[config.mk]
export PLATFORM = sky130hd
export DESIGN_NAME = cusum_mul
export DESIGN_NICKNAME = d
export VERILOG_FILES = /design/src/rtl/cusum_mul.sv
export SDC_FILE = /design/constraint.sdc
export NUM_CORES = 2
export LEC_CHECK = 0
export ABC_AREA = 1
export BUFFER_PORTS_ARGS = -buffer_cell sky130_fd_sc_hd__buf_2
export CAP_MARGIN = 15
export CORE_MARGIN = 10
export CORE_UTILIZATION = 51
export CTS_CLUSTER_DIAMETER = 120
export DETAILED_ROUTE_END_ITERATION = 10
export PLACE_DENSITY = 0.63
export SYNTH_ARGS = -nofsm -noshare
export SYNTH_HDL_FRONTEND = slang
export SYNTH_SLANG_ARGS = --single-unit
[constraint.sdc]
create_clock -name clk -period 13.7 [get_ports clk]
set_input_delay 1.37 -clock clk [delete_from_list [all_inputs] [get_ports clk]]
set_output_delay 1.37 -clock clk [all_outputs]
set_load 0.02 [all_outputs]
[src/rtl/cusum_mul.sv]
// Shared multiplier: an AW-bit by 32-bit product from a registered 32x32 low
// partial product and an upper partial product. Standalone; used by the CUSUM detector top level.
`default_nettype none
module cusum_mul #(
	parameter int AW = 48
) (
	input  wire logic          clk,
	input  wire logic          arst_n,
	input  wire logic          start,
	input  wire logic [AW-1:0] a,
	input  wire logic [31:0]   b,
	output logic               done,
	output logic [AW+31:0]     product
);
	logic            st1_q;
	logic            st2_q;
	logic [AW-1:0]   a_q;
	logic [31:0]     b_q;
	logic [63:0]     lo_q;
	logic [AW-1:0]   hi_prod;

	assign hi_prod = a_q[AW-1:32] * b_q;

	always_ff @(posedge clk or negedge arst_n) begin
		if (!arst_n) begin
			st1_q <= 1'b0;
			st2_q <= 1'b0;
		end else begin
			st1_q <= start;
			st2_q <= st1_q;
		end
	end

	always_ff @(posedge clk) begin
		if (start) begin
			a_q <= a;
			b_q <= b;
		end
		if (st1_q) begin
			lo_q <= a_q[31:0] * b_q;
		end
	end

	assign done    = st2_q;
	assign product = {hi_prod, 32'd0} + (AW+32)'(lo_q);
endmodule
`default_nettype wire

==> reports/results.ini <==
[synth]
synth_seq_cells=146
synthesis.area_mm2=0.05827
syn-instance-count=7334
syn_area_per_cell_um2=7.945
post_synth_num_cell_types=49
seq_area_frac_synth=0.07507
async_reset_ff_frac=0.01370
yosys_most_used_dff=edfxtp_1
synth-warning-count=0
syn_nets=9149
synth-edff-count=144

[grt]
overflow=0
track_usage=0.2992
grt_pass1_vias=49630
antenna_found_initial=4
grt_pass1_wl_um=290600
grt_start_max_net_pins=49

[placement]
port_buffers=163
gp_congestion=0.9679
place_ws_ns=4.172
dpl.hpwl_um=139200
placed_cell_area_mm2=0.06022

[route]
remaining_drc_errors=0
drtAntennaViolNets=0
drt_iter0_drc=4251
met1Wirelength_um=75850
routed_via_density=5.274
vias=46300
finalWirelength_um=183800
firstDrtPassIters=6
routed.top_layer=met5
avgRoutedWirePerCell_um=20.94
wl_met3_um=24820
wl_met2_um=78060

[floorplan]
die_w_um=358.0
die_h_um=358.0
num_rows=123
core_mm2=0.1130
die_area_mm2=0.1282
initial_core_util=0.5158
pin_count=164

[setup_path]
r2r_end=lo_q[37]
crit_start=a_q[40]
worst-path-buf-inv=11
crit_path_end_kind=output port
crit_type=reg2out
reg2reg_from=b_q[4]
cp_common_cell=inv_1
crit_family=adder cells
slowest_delay_ns=0.78
cp_slowest_cell=edfxtp_1
r2r_cells=28
required_ns=12.33
r2r_setup_slack_ns=4.38
worst-path-max-fanout=17
cp-start-kind=register
worstPathArrival_ns=8.83
crit_cells=35

[clocking]
clock_path_buffers=2
postCtsHoldBufs=0
clock-sinks=146
cts_tree=built
cts_root_buf=clkbuf_16
clock_latency_ns=0.56
cts_made_buffers=17
clkTransAtPathRegs_ns=0.08
cts-htree-levels=4
postCtsSetupRepairBufs=0
post_cts_resized=0

[sta]
setup_ws_ns=3.496
post-route-period-util=0.7448
slew_violations=0
rsz0062_at_grt=false
relSlewSlack=0.2346
fmax_mhz=98.00
hold_viol_final=0
hold_ws_ns=0.5883
finClkSkew_ns=0.02008
setup_violations=0
tns_ns=0
fin_crit_ns=10.20
worstMarginPinSlew_ns=1.148

[layout]
final_cell_mix=2163 x inv_1, 2083 x nand2_1, 1315 x fa_1
nFillCells=10990
syn2layout_area_growth_pct=4.379
fin_nets=9081
final_area_mm2=0.06082
diodes=0
layout.cells.most_common=inv_1
drive_above_1_share=0.04918

[status]
status=finished clean

[hold_path]
hold_path_class=in2async

[flow_run]
max_cap_violations=0

## Yosys cell counts (22+ instances only)
library cell | number | area share
o21ai_0 | 72 | 0.0062
inv_1 | 2163 | 0.14
xor2_1 | 91 | 0.014
edfxtp_1 | 144 | 0.074
nand2_2 | 25 | 0.0027
a31oi_1 | 22 | 0.0024
nor2_1 | 218 | 0.014
clkbuf_1 | 256 | 0.016
nand4_1 | 28 | 0.0030
xnor2_1 | 40 | 0.0060
a21oi_1 | 165 | 0.014
fa_1 | 1315 | 0.45
nand2_1 | 2083 | 0.13
nand3_1 | 77 | 0.0066
buf_1 | 48 | 0.0031
buf_4 | 32 | 0.0041
ha_1 | 417 | 0.090
## routing by layer
metal,GRT usage,vias up
met1,0.4147,23070
met5,0,-
met4,0.08539,6
met3,0.1095,300
li1,-,20550
met2,0.4379,2373
## state kept, by name, indices dropped and copies added (netlist names)
| name | cells |
|---|---|
| st1_q | 1 |
| a_q | 48 |
| lo_q | 64 |
| b_q | 32 |
| done | 1 |
## worst max path at each step
| stage | endpoint | slack (ns) |
|---|---|---|
| 5_1_grt | product[78] | 2.89 |
| 3_5_place_dp | product[78] | 4.17 |
| 4_1_cts | product[78] | 3.51 |
| 3_3_place_gp | product[78] | 4.18 |
| 2_1_floorplan | product[70] | 5.27 |
| 6_report | product[78] | 3.50 |
## final cells by class
cell class	count	area, um2	area share
Clock buffer	19	432.9	0.007118
Multi-Input combinational cell	4683	44370	0.7295
Sequential cell	146	4378	0.07199
Clock inverter	13	148.9	0.002448
Timing Repair Buffer	249	1470	0.02417
Inverter	2169	8142	0.1339
Tap cell	1500	1877	0.03086
## worst reg2reg max path: cells and delay by family, from the launching register on
kind            cells  cell delay [ns]
buf+inv             8             0.99
flops               1             1.11
fa+ha+maj           9             4.19
compound gates      2             1.11
simple gates        8             1.27
xor+xnor            1             0.40
## through the flow
| stage | util | cells |
|---|---|---|
| after CTS | 0.5383 | 8778 |
| final | 0.5384 | 8779 |
| after global routing | 0.5384 | 8779 |
| after floorplan | - | 7334 |
| after detailed placement | 0.5331 | 8746 |
| after global placement | 0.5331 | 8746 |
## kinds of logic (layout without fill, tap and decap cells)
| logic type | Yosys count | after routing | synth area share |
|---|---|---|---|
| AOI/OAI and AO/OA | 324 | 324 | 0.03127 |
| xor gates and xnor gates | 131 | 131 | 0.01969 |
| and+or+nand+nor | 2496 | 2496 | 0.1692 |
| buffers and inverters | 2505 | 2450 | 0.1634 |
| adders and majority gates | 1732 | 1732 | 0.5414 |
| DFF | 146 | 146 | 0.07507 |
Power is left out: the tool's default activity adds up to more than one toggle a clock period on the data nets, which glitch-free logic cannot reach.
