## src/rtl/cusum_div.sv

```systemverilog
// Restoring unsigned divider, one quotient bit per cycle.
// Standalone; used by the CUSUM detector top level.
`default_nettype none
module cusum_div #(
	parameter int NW = 64,
	parameter int DW = 48
) (
	input  wire logic          clk,
	input  wire logic          arst_n,
	input  wire logic          start,
	input  wire logic [NW-1:0] dividend,
	input  wire logic [DW-1:0] divisor,
	output logic               done,
	output logic [NW-1:0]      quotient
);
	localparam int CNTW = $clog2(NW + 1);

	logic            busy_q;
	logic            done_q;
	logic [CNTW-1:0] cnt_q;
	logic [NW-1:0]   qd_q;
	logic [DW-1:0]   rem_q;
	logic [DW-1:0]   dv_q;
	logic [DW:0]     rsh;
	logic            fits;

	assign rsh  = {rem_q, qd_q[NW-1]};
	assign fits = rsh >= {1'b0, dv_q};

	always_ff @(posedge clk or negedge arst_n) begin
		if (!arst_n) begin
			busy_q <= 1'b0;
			done_q <= 1'b0;
			cnt_q  <= '0;
		end else begin
			done_q <= 1'b0;
			if (start) begin
				busy_q <= 1'b1;
				cnt_q  <= CNTW'(NW);
			end else if (busy_q) begin
				cnt_q <= cnt_q - 1'b1;
				if (cnt_q == CNTW'(1)) begin
					busy_q <= 1'b0;
					done_q <= 1'b1;
				end
			end
		end
	end

	always_ff @(posedge clk) begin
		if (start) begin
			qd_q  <= dividend;
			dv_q  <= divisor;
			rem_q <= '0;
		end else if (busy_q) begin
			qd_q  <= {qd_q[NW-2:0], fits};
			rem_q <= fits ? DW'(rsh - {1'b0, dv_q}) : rsh[DW-1:0];
		end
	end

	assign done     = done_q;
	assign quotient = qd_q;
endmodule
`default_nettype wire

```

## config.mk

```make
export PLATFORM = sky130hd
export DESIGN_NAME = cusum_div
export DESIGN_NICKNAME = d
export VERILOG_FILES = /design/src/rtl/cusum_div.sv
export SDC_FILE = /design/constraint.sdc
export NUM_CORES = 1
export LEC_CHECK = 0
export BUFFER_PORTS_ARGS = -buffer_cell sky130_fd_sc_hd__buf_2
export CORE_AREA = 2 2 141 129
export CTS_CLUSTER_DIAMETER = 40
export DETAILED_ROUTE_END_ITERATION = 6
export DIE_AREA = 0 0 143 131
export PLACE_DENSITY = 0.8
export SLEW_MARGIN = 20
export SYNTH_ARGS = -nofsm -noshare
export SYNTH_HDL_FRONTEND = slang
export SYNTH_SLANG_ARGS = --single-unit
```

## constraint.sdc

```tcl
create_clock -name clk -period 3.82 [get_ports clk]
set_input_delay 0.573 -clock clk [delete_from_list [all_inputs] [get_ports clk]]
set_output_delay 0.573 -clock clk [all_outputs]
set_load 0.02 [all_outputs]
```

==> results.md <==
* CP top delay family: compound AO/OA/AOI/OAI gates
* Root Driver: clkbuf_16
* Largest area contributor in the netlist: edfxtp_1
* Fmax achieved at around 0.30 GHz
* CTS max path bufs at 2
* Nature of the critical path startpoint: register
* TritonRoute pass-1 iters at 5
* Drt wl/cell at roughly 16 um
* Final worst-path cycle share at 0.882
* Post-CTS setup buffer count at 0
* EDFF count, synth at about 110
* Worst-Margin Slew at approximately 840 ps
* Status: finished clean
* Yosys top cell area share at 0.353
* Clock skew at roughly 11 ps
* GRT Residual Overflow at 0
* Setup ws final at about 450 ps
* Hold Fails Final Rpt at 0
* Core ar. at about 17000 sq um
* Vias in the first global route at approximately 7100
* Setup tns final at 0 ps
* I/O Buffers at ~180
* Die Wd at 143 um
* Maximum VDD drop at a little under 0.4 mV
* P_leak at approximately 5.0 nW
* Die area at between 15000 and 20000 sq um
* Io pins at 180
* Largest net degree at the start of global routing at around 70
* Seq/Total Area, Yosys at 0.478
* Primary FF master, synth: edfxtp_1
* Total CTS buffers at 17
* Global Route Usage Sum at 0.229
* Bufs and invs on worst path at 2
* Critical Path Max Stage Delay at 400 ps
* Via density at between 5 and 6
* Fin crit period at approximately 3400 ps
* Max H-tree Level at 4
* Die height at ~130 um
* Skew-Pair Late Insertion Delay at ~440 ps
* Placed Cells incl. Taps at 1319
* Syn_nets at approximately 1100
* Drt drc at 0
* Worst endpoint required time at approximately 4200 ps
* Count of cell types in the netlist at 65
* Hold WC Path Type: input pin to register
* Worst hold slack at approximately 300 ps
* WL final at approximately 22000 um
* Post-Synthesis Cells at roughly 940
* Ant diodes at 0
* Worst path most repeated cell: nor2b_1
* Yosys reg bits at between 150 and 200
* DP HPWL at between 15000 and 20000 um
* Final setup violating endpoints at 0
* Site Rows at 46
* First-pass GRT wire length at about 34000 um
* Cell Chain, Critical Path: inv_1, ha_1, nor2b_1, o31a_1, a21o_1, o2111ai_2, a211oi_2, o211ai_2, o31ai_4, buf_4, nor2b_1, nand3_1, o311ai_0
* Worst reg-to-reg setup slack at around 450 ps
* Layout Nets at roughly 1300
* Critical path class: register to register
* Slowest CP cell: buf_4
* Area grow syn2layout at 17.6%
* RD Place Congestion at 0.887
* Nature of the critical path endpoint: register
* CP max FO at 37
* Max-cap violation count at 0
* Remaining antenna violation count at 0
* Iter 0 DRT Violations at 497
* P per Cell Area at slightly below 700 nW/um^2
* DR vias at about 7600
* Cell Area, Synth at about 9500 sq um
* Non-filler cells, final at approximately 1400
* Final core occ at 0.646
* Slew Viols, Final at 0
* Pre-CTS WS at slightly above 500 ps
* Share of layout cells above drive strength 1 at 0.263
* Clock-pin slew on the worst setup and hold paths at 70 ps
* Antenna violations before repair at 0
* Yosys warns at 0
* # clock sinks at 169
* CP arrival at roughly 3700 ps
* Async SR Flop Fraction at 0.0533
* TritonCTS clock tree: yes
* Initial Util at 0.549
* Syn avg cell area at ~10 sq um
* RSZ-0062 raised after global routing: no
* Synth area leaders: edfxtp_1 (35%), dfxtp_1 (10%), mux2_2 (7.6%)
* Slew HR at 0.442
==> cells by family after synthesis <==
| logic type | count (synthesis) | share of synthesized area |
|---|---|---|
| AOI/OAI and AO/OA | 222 | 0.161 |
| and+or+nand+nor | 280 | 0.134 |
| muxes | 66 | 0.0778 |
| adders and majority gates | 51 | 0.0679 |
| DFF | 169 | 0.478 |
| buffers and inverters | 109 | 0.0437 |
| xor gates and xnor gates | 41 | 0.0377 |
==> synthesized netlist by cell type, drive strengths merged (15+ instances only) <==
library cell and n:
dfxtp 48, nand2 112, a21o 28, inv 63, ha 50, clkbuf 37
o21ai 34, nor2 76, a21oi 56, xor2 22, a311oi 34, nand3 15
mux2 64, edfxtp 112, xnor2 19
==> sequential cells by signal, indices dropped and copies added, names as in the netlist <==
register / flops
dv_q: 48
busy_q: 1
quotient: 64
cnt_q: 7
rem_q: 48
done: 1
==> placed cells by master, fill, tap and decap left out, types with 11 or more instances in the layout <==
master     instances
buf_2            178
nand2_1          112
edfxtp_1         112
nor2_1            76
mux2_2            64
inv_1             61
a21oi_1           56
ha_1              50
dfxtp_1           48
a311oi_1          34
o21ai_0           30
a21o_1            28
xor2_1            22
xnor2_1           19
clkbuf_16         17
nand3_1           15
nand4_1           12
nor3_1            11
==> worst register-to-register path, stage by stage, from the launching register on <==
cell and delay (ps):
edfxtp_1 380, inv_1 60, ha_1 280, nor2b_1 170
o31a_1 180, a21o_1 220, o2111ai_2 240, a211oi_2 350
o211ai_2 190, o31ai_4 270, buf_4 400, nor2b_1 320
nand3_1 110, o311ai_0 100
==> routing by layer <==
layer,routed length (um),vias to the layer above,part of all wire,global-route usage
li1,-,3744,-,-
met5,0,-,0,0
met2,10500,256,0.48,0.373
met4,282,0,0.013,0.0652
met3,1420,34,0.064,0.0598
met1,9830,3557,0.45,0.304
==> metrics by stage <==
stage,area [sq um],total power (W)
floorplan,9520,0.00516
global placement,10600,0.00588
detailed placement,10600,0.00595
CTS,11200,0.00770
global route,11200,0.00819
finish,11200,0.00772
==> worst paths after layout <==
| check | startpoint | endpoint | depth (start not counted) |
|---|---|---|---|
| max in group asynchronous | arst_n | busy_q | 2 |
| min in group asynchronous | arst_n | cnt_q[3] | 2 |
| worst max-delay path | dv_q[1] | rem_q[44] | 13 |
| worst min-delay path | divisor[6] | dv_q[6] | 1 |
| worst min register to register | rem_q[26] | rem_q[27] | 2 |
| worst max register to register | dv_q[1] | rem_q[44] | 13 |
==> layout make-up <==
class / count / area (sq um)
clock buffers: 17 / 425
fillers: 1392 / 6130
inverters: 63 / 236
multi-input cells: 660 / 4550
repair buffers: 188 / 972
flip-flops and latches: 169 / 4550
clock inverters: 15 / 159
well taps: 240 / 300
==> report_power, final <==
group / internal (W) / switching [W]
Combinational: 0.00136 / 0.00199
Sequential: 0.00237 / 0.000287
Clock: 0.000871 / 0.000839
==> repair_timing <==
item,CTS,global route
endpoints found under the hold margin,9,0
resized for setup,0,0
hold buffers,1,0
(Power assumes the default switching activity.)
